`src/rtl/core/battery_level_gauge_defines.svh`:
```
// assertion macros for the battery level gauge
`ifndef BATTERY_LEVEL_GAUGE_DEFINES_SVH
`define BATTERY_LEVEL_GAUGE_DEFINES_SVH

// same-cycle implication, disabled in reset
`define BLG_ASSERT_NOW(label, clk, rst_n, cond, expr, msg) \
    label: assert property (@(posedge clk) disable iff (!rst_n) (cond) |-> (expr)) \
        else $error(msg);

// next-cycle implication, disabled in reset
`define BLG_ASSERT_NEXT(label, clk, rst_n, cond, expr, msg) \
    label: assert property (@(posedge clk) disable iff (!rst_n) (cond) |=> (expr)) \
        else $error(msg);

`endif

```
`src/rtl/core/blg_pkg.sv`:
```
// shared types, constants and helpers for the battery level gauge
package blg_pkg;

    localparam int THR_W      = 12;
    localparam int REG_IDX_W  = 3;
    localparam int DRIVE_W    = 3;
    localparam int LEVEL_W    = 3;
    localparam int MASK_W     = 4;
    localparam int COMP_W     = 6;

    typedef logic [LEVEL_W-1:0] t_level;
    typedef logic [MASK_W-1:0]  t_mask;

    typedef enum logic [REG_IDX_W-1:0] {
        REG_FULL      = 3'd0,
        REG_THREE_Q   = 3'd1,
        REG_HALF      = 3'd2,
        REG_LOW       = 3'd3,
        REG_EMPTY     = 3'd4,
        REG_OFFSET    = 3'd5
    } t_reg_idx;

    typedef struct packed {
        logic [THR_W-1:0] full;
        logic [THR_W-1:0] three_q;
        logic [THR_W-1:0] half;
        logic [THR_W-1:0] low;
        logic [THR_W-1:0] empty;
    } t_thr;

    typedef struct packed {
        logic [DRIVE_W-1:0] motor_drive;
        logic               charging;
    } t_load;

    localparam logic [THR_W-1:0] FULL_RST    = 12'hCA0;
    localparam logic [THR_W-1:0] THREE_Q_RST = 12'hC40;
    localparam logic [THR_W-1:0] HALF_RST    = 12'hBD0;
    localparam logic [THR_W-1:0] LOW_RST     = 12'hB60;
    localparam logic [THR_W-1:0] EMPTY_RST   = 12'hA00;
    localparam logic [THR_W-1:0] OFFSET_RST  = 12'h080;

    localparam logic [DRIVE_W-1:0] DRIVE_HIGH = 3'd1;
    localparam logic [DRIVE_W-1:0] DRIVE_MID  = 3'd2;
    localparam logic [DRIVE_W-1:0] DRIVE_LOW  = 3'd4;

    localparam logic [COMP_W-1:0] COMP_HIGH = 6'h20;
    localparam logic [COMP_W-1:0] COMP_MID  = 6'h10;
    localparam logic [COMP_W-1:0] COMP_LOW  = 6'h08;
    localparam logic [COMP_W-1:0] COMP_NONE = 6'h00;

    localparam t_level LVL_ZERO  = 3'd0;
    localparam t_level LVL_ONE   = 3'd1;
    localparam t_level LVL_TWO   = 3'd2;
    localparam t_level LVL_THREE = 3'd3;
    localparam t_level LVL_FOUR  = 3'd4;

    function automatic t_mask led_mask(input t_level lvl);
        t_mask m;
        case (lvl)
            LVL_FOUR:  m = 4'hF;
            LVL_THREE: m = 4'h7;
            LVL_TWO:   m = 4'h3;
            LVL_ONE:   m = 4'h1;
            default:   m = 4'h0;
        endcase
        return m;
    endfunction

endpackage

```
`src/rtl/core/blg_accum.sv`:
```
// window accumulator: running sum and sample count kept in a one-entry state memory
module blg_accum #(
    parameter int WINDOW      = 8,
    parameter int SAMPLE_BITS = 12
) (
    input  logic                                       i_clk,
    input  logic                                       i_rst_n,
    input  logic                                       i_valid,
    output logic                                       o_stall,
    input  logic [SAMPLE_BITS-1:0]                     i_sample,
    input  blg_pkg::t_load                             i_load,
    output logic                                       o_valid,
    input  logic                                       i_ready,
    output logic [SAMPLE_BITS+$clog2(WINDOW)-1:0]      o_sum,
    output blg_pkg::t_load                             o_load
);

    localparam int IDX_W = $clog2(WINDOW);
    localparam int SUM_W = SAMPLE_BITS + IDX_W;
    localparam int ST_W  = SUM_W + IDX_W;
    localparam logic [IDX_W-1:0] LAST_IDX = IDX_W'(WINDOW - 1);

    logic                   r_valid;
    logic [SAMPLE_BITS-1:0] r_sample;
    blg_pkg::t_load         r_load;

    logic [ST_W-1:0]        r_mem [1];
    logic                   r_mem_vld;
    logic [ST_W-1:0]        r_rdata;
    logic                   r_fwd;
    logic [ST_W-1:0]        r_fwd_data;

    logic [ST_W-1:0]        cur_state;
    logic [SUM_W-1:0]       cur_sum;
    logic [IDX_W-1:0]       cur_idx;
    logic [SUM_W-1:0]       new_sum;
    logic                   last;
    logic                   fire;
    logic                   accept;
    logic [ST_W-1:0]        wdata;

    assign cur_state = r_fwd ? r_fwd_data : r_rdata;
    assign cur_sum   = cur_state[ST_W-1 -: SUM_W];
    assign cur_idx   = cur_state[IDX_W-1:0];
    assign new_sum   = cur_sum + SUM_W'(r_sample);
    assign last      = (cur_idx == LAST_IDX);
    assign wdata     = last ? '0 : {new_sum, cur_idx + IDX_W'(1)};

    assign fire    = r_valid && (!last || i_ready);
    assign o_stall = r_valid && !fire;
    assign accept  = i_valid && !o_stall;
    assign o_valid = r_valid && last;
    assign o_sum   = new_sum;
    assign o_load  = r_load;

    always_ff @(posedge i_clk) begin
        if (!i_rst_n) begin
            r_valid   <= 1'b0;
            r_mem_vld <= 1'b0;
            r_fwd     <= 1'b0;
        end else begin
            if (accept) begin
                r_valid <= 1'b1;
                r_fwd   <= fire;
            end else if (fire) begin
                r_valid <= 1'b0;
            end
            if (fire) begin
                r_mem_vld <= 1'b1;
            end
        end
    end

    // state memory: read on accept, write back when the word leaves
    always_ff @(posedge i_clk) begin
        if (accept) begin
            r_sample   <= i_sample;
            r_load     <= i_load;
            r_rdata    <= r_mem_vld ? r_mem[0] : '0;
            r_fwd_data <= wdata;
        end
        if (fire) begin
            r_mem[0] <= wdata;
        end
    end

endmodule

```
`src/rtl/core/blg_scale.sv`:
```
// window average by reciprocal multiply, load compensation and charge offset
module blg_scale #(
    parameter int WINDOW      = 8,
    parameter int SAMPLE_BITS = 12
) (
    input  logic                                              i_clk,
    input  logic                                              i_rst_n,
    input  logic                                              i_valid,
    output logic                                              o_ready,
    input  logic [SAMPLE_BITS+$clog2(WINDOW)-1:0]             i_sum,
    input  blg_pkg::t_load                                    i_load,
    input  logic [blg_pkg::THR_W-1:0]                         i_charge_offset,
    output logic                                              o_valid,
    input  logic                                              i_ready,
    output logic [(SAMPLE_BITS > 12 ? SAMPLE_BITS : 12):0]    o_value
);

    localparam int LOG_W  = $clog2(WINDOW);
    localparam int SUM_W  = SAMPLE_BITS + LOG_W;
    localparam int RCP_W  = SUM_W + 1;
    localparam int SHIFT  = SUM_W + LOG_W;
    localparam int PROD_W = SUM_W + RCP_W;
    localparam int VAL_W  = (SAMPLE_BITS > 12 ? SAMPLE_BITS : 12) + 1;
    localparam longint unsigned RCP_FULL =
        ((64'd1 << SHIFT) + 64'(WINDOW) - 64'd1) / 64'(WINDOW);
    localparam logic [RCP_W-1:0] RCP = RCP_W'(RCP_FULL);

    logic                           r_a_valid;
    logic [SUM_W-1:0]               r_a_sum;
    blg_pkg::t_load                 r_a_load;
    logic                           r_b_valid;
    logic [SAMPLE_BITS-1:0]         r_b_avg;
    blg_pkg::t_load                 r_b_load;
    logic                           r_c_valid;
    logic [VAL_W-1:0]               r_c_value;

    logic                           a_ready;
    logic                           b_ready;
    logic                           c_ready;
    logic [PROD_W-1:0]              prod;
    logic [blg_pkg::COMP_W-1:0]     comp;
    logic [VAL_W-1:0]               comp_value;
    logic [VAL_W-1:0]               offset_ext;
    logic [VAL_W-1:0]               value;

    assign c_ready = !r_c_valid || i_ready;
    assign b_ready = !r_b_valid || c_ready;
    assign a_ready = !r_a_valid || b_ready;
    assign o_ready = a_ready;
    assign o_valid = r_c_valid;
    assign o_value = r_c_value;

    assign prod = PROD_W'(r_a_sum) * PROD_W'(RCP);

    always_comb begin
        case (r_b_load.motor_drive)
            blg_pkg::DRIVE_HIGH: comp = blg_pkg::COMP_HIGH;
            blg_pkg::DRIVE_MID:  comp = blg_pkg::COMP_MID;
            blg_pkg::DRIVE_LOW:  comp = blg_pkg::COMP_LOW;
            default:             comp = blg_pkg::COMP_NONE;
        endcase
        comp_value = VAL_W'(r_b_avg) + VAL_W'(comp);
        offset_ext = VAL_W'(i_charge_offset);
        if (r_b_load.charging) begin
            value = (comp_value > offset_ext) ? comp_value - offset_ext : '0;
        end else begin
            value = comp_value;
        end
    end

    always_ff @(posedge i_clk) begin
        if (!i_rst_n) begin
            r_a_valid <= 1'b0;
            r_b_valid <= 1'b0;
            r_c_valid <= 1'b0;
        end else begin
            if (a_ready) begin
                r_a_valid <= i_valid;
            end
            if (b_ready) begin
                r_b_valid <= r_a_valid;
            end
            if (c_ready) begin
                r_c_valid <= r_b_valid;
            end
        end
    end

    always_ff @(posedge i_clk) begin
        if (a_ready && i_valid) begin
            r_a_sum  <= i_sum;
            r_a_load <= i_load;
        end
        if (b_ready && r_a_valid) begin
            r_b_avg  <= prod[SHIFT +: SAMPLE_BITS];
            r_b_load <= r_a_load;
        end
        if (c_ready && r_b_valid) begin
            r_c_value <= value;
        end
    end

endmodule

```
`src/rtl/core/blg_cls.sv`:
```
// level classifier with held level memory and output register
module blg_cls #(
    parameter int SAMPLE_BITS = 12
) (
    input  logic                                              i_clk,
    input  logic                                              i_rst_n,
    input  logic                                              i_valid,
    output logic                                              o_ready,
    input  logic [(SAMPLE_BITS > 12 ? SAMPLE_BITS : 12):0]    i_value,
    input  blg_pkg::t_thr                                     i_thr,
    output logic                                              o_valid,
    input  logic                                              i_stall,
    output blg_pkg::t_level                                   o_level,
    output blg_pkg::t_mask                                    o_led_mask
);

    localparam int VAL_W = (SAMPLE_BITS > 12 ? SAMPLE_BITS : 12) + 1;

    logic               r_d_valid;
    logic [VAL_W-1:0]   r_d_value;
    blg_pkg::t_level    r_mem [1];
    logic               r_mem_vld;
    blg_pkg::t_level    r_rdata;
    logic               r_fwd;
    blg_pkg::t_level    r_fwd_lvl;
    logic               r_o_valid;
    blg_pkg::t_level    r_o_level;
    blg_pkg::t_mask     r_o_mask;

    logic               out_ready;
    logic               d_ready;
    logic               d_load;
    logic               d_fire;
    blg_pkg::t_level    held;
    blg_pkg::t_level    lvl;

    assign out_ready  = !r_o_valid || !i_stall;
    assign d_ready    = !r_d_valid || out_ready;
    assign d_fire     = r_d_valid && out_ready;
    assign d_load     = i_valid && d_ready;
    assign o_ready    = d_ready;
    assign o_valid    = r_o_valid;
    assign o_level    = r_o_level;
    assign o_led_mask = r_o_mask;

    assign held = r_fwd ? r_fwd_lvl : r_rdata;

    always_comb begin
        if (r_d_value > VAL_W'(i_thr.full)) begin
            lvl = blg_pkg::LVL_FOUR;
        end else if (r_d_value > VAL_W'(i_thr.three_q)) begin
            lvl = blg_pkg::LVL_THREE;
        end else if (r_d_value > VAL_W'(i_thr.half)) begin
            lvl = blg_pkg::LVL_TWO;
        end else if (r_d_value > VAL_W'(i_thr.low)) begin
            lvl = blg_pkg::LVL_ONE;
        end else if (r_d_value < VAL_W'(i_thr.empty)) begin
            lvl = blg_pkg::LVL_ZERO;
        end else begin
            lvl = held;
        end
    end

    always_ff @(posedge i_clk) begin
        if (!i_rst_n) begin
            r_d_valid <= 1'b0;
            r_o_valid <= 1'b0;
            r_mem_vld <= 1'b0;
            r_fwd     <= 1'b0;
        end else begin
            if (d_ready) begin
                r_d_valid <= i_valid;
            end
            if (out_ready) begin
                r_o_valid <= r_d_valid;
            end
            if (d_fire) begin
                r_mem_vld <= 1'b1;
            end
            if (d_load) begin
                r_fwd <= d_fire;
            end
        end
    end

    // held level: read as a word enters, written back as it leaves
    always_ff @(posedge i_clk) begin
        if (d_load) begin
            r_d_value <= i_value;
            r_rdata   <= r_mem_vld ? r_mem[0] : blg_pkg::LVL_ZERO;
            r_fwd_lvl <= lvl;
        end
        if (d_fire) begin
            r_mem[0]  <= lvl;
            r_o_level <= lvl;
            r_o_mask  <= blg_pkg::led_mask(lvl);
        end
    end

endmodule

```
`src/rtl/core/battery_level_gauge.sv`:
```
// battery level gauge top level: configuration registers and pipeline
//
//  word      | direction | handshake          | payload
//  ----------+-----------+--------------------+-------------------------------------
//  sample    | in        | i_valid / o_stall  | i_sample, i_motor_drive, i_charging
//  level     | out       | o_valid / i_stall  | o_level, o_led_mask
//  config    | in        | i_cfg_wr_en        | i_cfg_index, i_cfg_wdata
//
// one sample per cycle unless stalled; window state is read and written back once per word
// a window's level word leaves via scaler registers a, b, c and classifier registers d and o
// synchronous reset clears the window sum, the count and the held level (level zero)
// output stall backs up through the stage registers; input stalls only once they are full
`include "battery_level_gauge_defines.svh"

module battery_level_gauge #(
    parameter int WINDOW      = 8,
    parameter int SAMPLE_BITS = 12
) (
    input  logic                              i_clk,
    input  logic                              i_rst_n,
    input  logic                              i_valid,
    output logic                              o_stall,
    input  logic [SAMPLE_BITS-1:0]            i_sample,
    input  logic [blg_pkg::DRIVE_W-1:0]       i_motor_drive,
    input  logic                              i_charging,
    output logic                              o_valid,
    input  logic                              i_stall,
    output logic [blg_pkg::LEVEL_W-1:0]       o_level,
    output logic [blg_pkg::MASK_W-1:0]        o_led_mask,
    input  logic                              i_cfg_wr_en,
    input  logic [blg_pkg::REG_IDX_W-1:0]     i_cfg_index,
    input  logic [blg_pkg::THR_W-1:0]         i_cfg_wdata
);

    localparam int SUM_W = SAMPLE_BITS + $clog2(WINDOW);
    localparam int VAL_W = (SAMPLE_BITS > 12 ? SAMPLE_BITS : 12) + 1;

    blg_pkg::t_thr              r_thr;
    logic [blg_pkg::THR_W-1:0]  r_charge_offset;

    blg_pkg::t_load             in_load;
    logic                       w_acc_valid;
    logic                       w_scale_ready;
    logic [SUM_W-1:0]           w_sum;
    blg_pkg::t_load             w_load;
    logic                       w_val_valid;
    logic                       w_cls_ready;
    logic [VAL_W-1:0]           w_value;

    assign in_load.motor_drive = i_motor_drive;
    assign in_load.charging    = i_charging;

    always_ff @(posedge i_clk) begin
        if (!i_rst_n) begin
            r_thr.full      <= blg_pkg::FULL_RST;
            r_thr.three_q   <= blg_pkg::THREE_Q_RST;
            r_thr.half      <= blg_pkg::HALF_RST;
            r_thr.low       <= blg_pkg::LOW_RST;
            r_thr.empty     <= blg_pkg::EMPTY_RST;
            r_charge_offset <= blg_pkg::OFFSET_RST;
        end else if (i_cfg_wr_en) begin
            unique case (blg_pkg::t_reg_idx'(i_cfg_index))
                blg_pkg::REG_FULL:    r_thr.full      <= i_cfg_wdata;
                blg_pkg::REG_THREE_Q: r_thr.three_q   <= i_cfg_wdata;
                blg_pkg::REG_HALF:    r_thr.half      <= i_cfg_wdata;
                blg_pkg::REG_LOW:     r_thr.low       <= i_cfg_wdata;
                blg_pkg::REG_EMPTY:   r_thr.empty     <= i_cfg_wdata;
                blg_pkg::REG_OFFSET:  r_charge_offset <= i_cfg_wdata;
                default: ;
            endcase
        end
    end

    blg_accum #(
        .WINDOW      (WINDOW),
        .SAMPLE_BITS (SAMPLE_BITS)
    ) u_accum (
        .i_clk    (i_clk),
        .i_rst_n  (i_rst_n),
        .i_valid  (i_valid),
        .o_stall  (o_stall),
        .i_sample (i_sample),
        .i_load   (in_load),
        .o_valid  (w_acc_valid),
        .i_ready  (w_scale_ready),
        .o_sum    (w_sum),
        .o_load   (w_load)
    );

    blg_scale #(
        .WINDOW      (WINDOW),
        .SAMPLE_BITS (SAMPLE_BITS)
    ) u_scale (
        .i_clk           (i_clk),
        .i_rst_n         (i_rst_n),
        .i_valid         (w_acc_valid),
        .o_ready         (w_scale_ready),
        .i_sum           (w_sum),
        .i_load          (w_load),
        .i_charge_offset (r_charge_offset),
        .o_valid         (w_val_valid),
        .i_ready         (w_cls_ready),
        .o_value         (w_value)
    );

    blg_cls #(
        .SAMPLE_BITS (SAMPLE_BITS)
    ) u_cls (
        .i_clk      (i_clk),
        .i_rst_n    (i_rst_n),
        .i_valid    (w_val_valid),
        .o_ready    (w_cls_ready),
        .i_value    (w_value),
        .i_thr      (r_thr),
        .o_valid    (o_valid),
        .i_stall    (i_stall),
        .o_level    (o_level),
        .o_led_mask (o_led_mask)
    );

    // input only backs up behind a finished window the scaler cannot take
    `BLG_ASSERT_NOW(a_stall_cause, i_clk, i_rst_n, o_stall, w_acc_valid && !w_scale_ready, "input stalled without a blocked window")
    // a blocked window stays offered
    `BLG_ASSERT_NEXT(a_window_held, i_clk, i_rst_n, w_acc_valid && !w_scale_ready, w_acc_valid, "finished window dropped")
    // led mask agrees with the level shown
    `BLG_ASSERT_NOW(a_mask_match, i_clk, i_rst_n, o_valid, o_led_mask == blg_pkg::led_mask(o_level), "led mask does not match level")

endmodule
```
`config.mk`:
```
export PLATFORM = sky130hd
export DESIGN_NAME = battery_level_gauge
export DESIGN_NICKNAME = d
export VERILOG_FILES = /design/src/rtl/core/blg_pkg.sv /design/src/rtl/core/blg_accum.sv /design/src/rtl/core/blg_scale.sv /design/src/rtl/core/blg_cls.sv /design/src/rtl/core/battery_level_gauge.sv
export VERILOG_INCLUDE_DIRS = /design/src /design/src/rtl/core
export SDC_FILE = /design/constraint.sdc
export NUM_CORES = 1
export LEC_CHECK = 0
export BUFFER_PORTS_ARGS = -buffer_cell sky130_fd_sc_hd__buf_2
export CAP_MARGIN = 20
export CORE_UTILIZATION = 51
export DETAILED_ROUTE_END_ITERATION = 6
export GPL_ROUTABILITY_DRIVEN = 1
export PLACE_DENSITY = 0.78
export SYNTH_ARGS = -nofsm -noshare
export SYNTH_HDL_FRONTEND = slang
export SYNTH_SLANG_ARGS = --single-unit
```
`constraint.sdc`:
```
create_clock -name i_clk -period 9.3 [get_ports i_clk]
set_input_delay 0.93 -clock i_clk [delete_from_list [all_inputs] [get_ports i_clk]]
set_output_delay 0.93 -clock i_clk [all_outputs]
set_load 0.01 [all_outputs]
```
* Yosys cells after proc, flatten, opt, wreduce, memory -nomap -nowiden
Memory sizes are Yosys's and may differ from the RTL's. A register that Yosys moved wholly into a read port is not among the register bits.
Cells that the tools add are included.
** Storage, ports and cells
- Register bits :: 187
- RAM bits :: 21
- Input bits :: 36
- Output and inout bits :: 9
- Logic and storage cells :: 108
- Memories kept :: 2
** Operators by class
- $add $sub $neg :: 4
- Order comparisons :: 6
- Eq/ne operators :: 13
- Muxes and demuxes :: 18
- Reductions and logical operators :: 34
** Memories
- u_accum.r_mem :: depth 1, width 18, read ports 1, clocked after memory_dff 1, wr ports 1, line blg_accum.sv:27 : logic [ST_W-1:0] r_mem [1];
- u_cls.r_mem :: depth 1, width 3, read ports 1, clocked after memory_dff 1, wr ports 1, line blg_cls.sv:21 : blg_pkg::t_level r_mem [1];
** Operator list (count)
- > comparator 13 x 12 -> 1 bit :: 5
- two-way mux 18 bit :: 2
- two-way mux 13 bit :: 2
- two-way mux 3 bit :: 6
- case mux 6 bit (3 select lines) :: 1
- case mux 4 bit (4 select lines) :: 1
- adder 15 x 12 -> 15 bit :: 1
- == test 3 x 2 -> 1 bit (second input constant) :: 5
- == test 3 bit (second input constant) :: 5
- adder 12 x 6 -> 13 bit :: 1
- < comparator 13 x 12 -> 1 bit :: 1
- subtractor 13 x 12 -> 13 bit :: 1
- AND reduction 2 bit :: 6
- logical NOT 1 bit :: 11
- == test 3 x 1 -> 1 bit (second input constant) :: 3
- logical AND 1 bit :: 9
- logical OR 1 bit :: 6
- two-way mux 1 bit :: 6
- adder 3 x 1 -> 3 bit (second input constant) :: 1
- logical NOT 3 bit :: 1
- nonzero test 2 bit :: 1

* Depth between registers and ports, before layout
- Word-level depth :: 13
- Depth in mapped cells :: 15
- Depth with buffers taken out :: 14

* By module
Synthesis repeated with hierarchy kept, for this count alone.
** Second synthesis, totals
- Cell total of the unflattened synthesis :: 985
- Area total of the unflattened synthesis :: 11324.6 um2
** Modules (own cells, without submodules)
- blg_accum :: instances 1, cells each 245, area each 3429.5 um2
- battery_level_gauge :: instances 1, cells each 261, area each 2741.4 um2
- blg_cls :: instances 1, cells each 280, area each 2705.1 um2
- blg_scale :: instances 1, cells each 199, area each 2448.6 um2

* Least setup slack after synthesis
Ideal clock, no wire load.
- Kind :: reg-to-reg
- Start point :: register u_accum.r_fwd
- End point :: register u_accum.r_load, in the netlist u_accum.o_load[0], enable pin
- Setup time :: 0.470 ns
- Arrival :: 4.183 ns
- Setup slack :: 4.648 ns
- Stages on the path, launching flop included :: 8
- Path through :: dfxtp_1 clkbuf_1 buf_1 mux2_2 ha_1 nand2_1 nor2_1 nor2b_1
** Between the ends
- Longest elaborated chain between the ends :: 9
** RTL lines
- start, declared :: line blg_accum.sv:30 : logic r_fwd;
- start signal, assigned :: line blg_accum.sv:64 : r_fwd <= fire;
- two-way mux 18 bit :: line blg_accum.sv:42 : assign cur_state = r_fwd ? r_fwd_data : r_rdata;
- == test 3 bit :: line blg_accum.sv:46 : assign last = (cur_idx == LAST_IDX);
- logical NOT 1 bit :: line blg_accum.sv:49 : assign fire = r_valid && (!last || i_ready);
- logical OR 1 bit :: line blg_accum.sv:49
- logical AND 1 bit :: line blg_accum.sv:49
- logical NOT 1 bit :: line blg_accum.sv:50 : assign o_stall = r_valid && !fire;
- logical AND 1 bit :: line blg_accum.sv:50
- via o_stall :: line battery_level_gauge.sv:22 : output logic o_stall,
- logical NOT 1 bit :: line blg_accum.sv:51 : assign accept = i_valid && !o_stall;
- logical AND 1 bit :: line blg_accum.sv:51
- via u_accum.accept :: line blg_accum.sv:39 : logic accept;
- end signal, assigned :: line blg_accum.sv:78 : r_load <= i_load;
- end, declared :: line blg_accum.sv:25 : blg_pkg::t_load r_load;
The timed path passes the listed nets, and every way through them passes these cells.
A chain may end at the register's enable or synchronous reset.

* Final worst setup path
- Start point :: register u_accum.r_fwd
- End point :: output o_stall
** Between the ends
- Longest elaborated chain between the ends :: 7
** RTL lines (line)
- two-way mux 18 bit :: blg_accum.sv:42
- == test 3 bit :: blg_accum.sv:46
- logical NOT 1 bit :: blg_accum.sv:49
- logical OR 1 bit :: blg_accum.sv:49
- logical AND 1 bit :: blg_accum.sv:49
- logical NOT 1 bit :: blg_accum.sv:50
- logical AND 1 bit :: blg_accum.sv:50
- end, declared :: battery_level_gauge.sv:22
No other way between the ends.

==> metrics.cfg <==
[die]
rows = 53
start_util = 0.523
core_region_area_sq_um = 21200
die_w_um = 149
dieHeight_um = 149
die_area_sq_um = 22300
ios = 45

[global_route]
grt_overflow_total = 0
track_usage = 0.211
grt_pass1_vias = 7428
grt_pass1_wl_um = 36900
antenna_found_initial = 0
grt_max_degree = 83

[critical_path]
crit_required_ns = 8.37
cp.arrival_ns = 3.11
endpoint_kind = output port
start_kind = flip-flop
worstSetupEndpoint = o_stall
worstReg2RegEnd = u_scale.o_value[5]$_DFFE_PP_
reg2reg_slack_ns = 5.60
startpoint = u_accum.r_fwd$_SDFFE_PN0P_
rr_worst_depth = 14
crit_fanout = 21
crit_type = reg2out
worst_r2r_startpoint = u_scale.r_b_load[3]$_DFFE_PP_

[final_layout]
drive_gt1_frac = 0.109
fill_cells = 1735
syn_to_final_growth_pct = 12.0
n_antenna_cell = 0
nets = 1200

[drt]
ant_nets = 0
post_drt_wl_per_cell_um = 16.8
first_pass_iters = 5
vias_per_cell = 5.57
vias = 7593
route.detailed.drc = 0
drtIter0Drc = 408
wl_um = 22900

[timing]
timing.final.max_slew_violations = 0
rsz0062_at_grt = no
period_share = 0.434
tightest_slew_ns = 1.01
max_freq_mhz = 248
fin_ws_ns = 5.26
setup_viol = 0
final.setup_skew_ns = 0.0102
hold_violations = 0
slew_headroom = 0.326
finalCriticalPeriod_ns = 4.04
fin_tns_setup_ns = 0

[clock_tree]
cts_setup_buffers = 0
clk_latency_ns = 0.52
path_clk_slew_ns = 0.06
numCtsBuffers = 23
cts_tree = built
clock-root-buffer = clkbuf_16
hold_buffers = 0
cts.sinks = 223
cts_buffer_depth = 3
htree_levels = 1
post_cts_resized = 0

[flow_run]
drv_cap = 0

[synthesis]
yosysSeqAreaShare = 0.532
synth_top_area_share = 0.383
async_flop_share = 0
yosysUniqueCellTypes = 67
avgSynthCellArea_sq_um = 10.8
synth_seq_cells = 223
synth_area_sq_um = 11100
synth-warning-count = 0
synth_edf_count = 141
synth-main-ff-cell = edfxtp_1
synth_most_common_cell = nand2_1
synth_fp_nets = 1150
synth_common_cells = nand2_1, edfxtp_1, inv_1, ha_1, dfxtp_1
synth_top_cell_by_area = edfxtp_1
post_synth_main_area_contributors = edfxtp_1, dfxtp_1, ha_1, nand2_1, a21boi_0
syn_inst = 1023

[pwr]
cellPowerDensity_nw_per_um2 = 183
pwr-share-comb = 0.079
leakagePower_nw = 4.79
intPower_mw = 1.77
p_seq_frac = 0.494
sw_frac_of_total = 0.217
clockPowerShare = 0.427
vdd_ir_drop_max_v = 0.000165
p_sw_uw = 492

[placed_design]
port_buffers = 44
gp_routability_congestion = 0.918
place_ws_ns = 5.65
hpwl_um = 16000

[status]
status = complete, no violations

[min_path]
min_path_type = reg2reg

layout by cell type, fill, tap and decap left out, types with 6 or more instances in the layout:
| cell type | synthesis | routed |
|---|---|---|
| o21ai_0 | 17 | 17 |
| o211ai_1 | 25 | 25 |
| buf_2 | 0 | 44 |
| and2_1 | 29 | 29 |
| edfxtp_1 | 141 | 141 |
| xnor2_1 | 11 | 11 |
| buf_4 | 0 | 11 |
| mux2i_1 | 12 | 12 |
| nor2b_1 | 22 | 21 |
| nand4_1 | 6 | 6 |
| ha_1 | 88 | 88 |
| xor2_1 | 11 | 11 |
| nand3_1 | 21 | 21 |
| a21oi_1 | 43 | 43 |
| nor2_1 | 41 | 41 |
| nor3_1 | 15 | 15 |
| clkbuf_1 | 28 | 8 |
| a21boi_0 | 62 | 60 |
| nand2_1 | 153 | 153 |
| inv_1 | 92 | 92 |
| a21o_1 | 17 | 17 |
| mux2_2 | 20 | 20 |
| dfxtp_1 | 82 | 82 |
| o21a_1 | 8 | 8 |
| clkbuf_16 | 0 | 23 |
state kept, by name, summed over array words and instances, names as in the netlist, 3 cells and up:
name,flops
u_scale.r_b_load,4
u_accum.r_mem,18
u_accum.r_rdata,18
u_scale.r_a_load,4
u_scale.o_value,13
u_scale.r_b_avg,12
u_cls.o_level,3
r_thr,60
u_accum.r_sample,12
u_cls.r_fwd_lvl,3
u_cls.r_d_value,13
u_scale.r_a_sum,12
u_accum.r_fwd_data,18
u_accum.o_load,4
u_cls.o_led_mask,4
u_cls.r_rdata,3
r_charge_offset,12
how the worst min path moves through the flow:
stage | startpoint | end | slack, ns | cells after the start
after floorplan | u_scale.o_value[0]$_DFFE_PP_ | u_cls.r_d_value[0]$_DFFE_PP_ | 0.40 | 0
after global placement | u_scale.r_a_load[2]$_DFFE_PP_ | u_scale.r_b_load[2]$_DFFE_PP_ | 0.40 | 0
after detailed placement | u_scale.o_value[10]$_DFFE_PP_ | u_cls.r_d_value[10]$_DFFE_PP_ | 0.40 | 0
after CTS | u_scale.o_value[9]$_DFFE_PP_ | u_cls.r_d_value[9]$_DFFE_PP_ | 0.42 | 0
after global routing | u_scale.o_value[9]$_DFFE_PP_ | u_cls.r_d_value[9]$_DFFE_PP_ | 0.42 | 0
final | u_scale.o_value[10]$_DFFE_PP_ | u_cls.r_d_value[10]$_DFFE_PP_ | 0.42 | 0
stage by stage:
stage	total power [mW]	hold WS, ns	std cells	area, sq um	util
after global routing	2.34	0.422	1364	12400	0.585
after CTS	2.28	0.419	1363	12400	0.585
after floorplan	1.26	0.400	1023	11100	-
after global placement	1.31	0.401	1322	11600	0.548
final	2.26	0.417	1364	12400	0.585
after detailed placement	1.32	0.405	1322	11600	0.548
cell families (layout without fill, tap and decap cells):
kind of cell	count (synthesis)	count (layout)	synth area share
simple gates	320	320	0.138
flops	223	223	0.532
compound gates	212	212	0.134
buf+inv	123	189	0.0424
fa+ha+maj	91	91	0.105
mux	32	32	0.0312
xor+xnor	22	22	0.0174
critical path, cell delays in order (launching register included):
cell	delay [ns]
dfxtp_1	0.47
buf_4	0.32
mux2_2	0.22
ha_1	0.15
ha_1	0.68
nand2_1	0.20
nor2_1	0.34
buf_2	0.21
metal layers:
layer / GRT usage / routed length, um / vias to the layer above
met2: 0.354 / 10900 / 170
met5: 0 / 0 / -
met3: 0.0294 / 1100 / 51
met1: 0.275 / 10000 / 3626
met4: 0.0872 / 863 / 0
li1: - / - / 3746
power groups by stage:
stage	registers, mW	logic [mW]	clock network (mW)
4_1_cts	1.12	0.179	0.987
2_1_floorplan	1.13	0.125	0
3_5_place_dp	1.14	0.177	0
5_1_grt	1.12	0.199	1.02
6_report	1.12	0.180	0.965
3_3_place_gp	1.14	0.171	0
layout make-up:
type                       count  area, sq um  area share
sequential                   223         5880       0.475
multi-input combinational    677         4720       0.381
clock buffer                  31          606      0.0489
inverter                      93          349      0.0282
tap                          275          344      0.0278
timing repair buffer          55          303      0.0245
clock inverter                10          179      0.0145
Power figures use the tool's default switching activity.
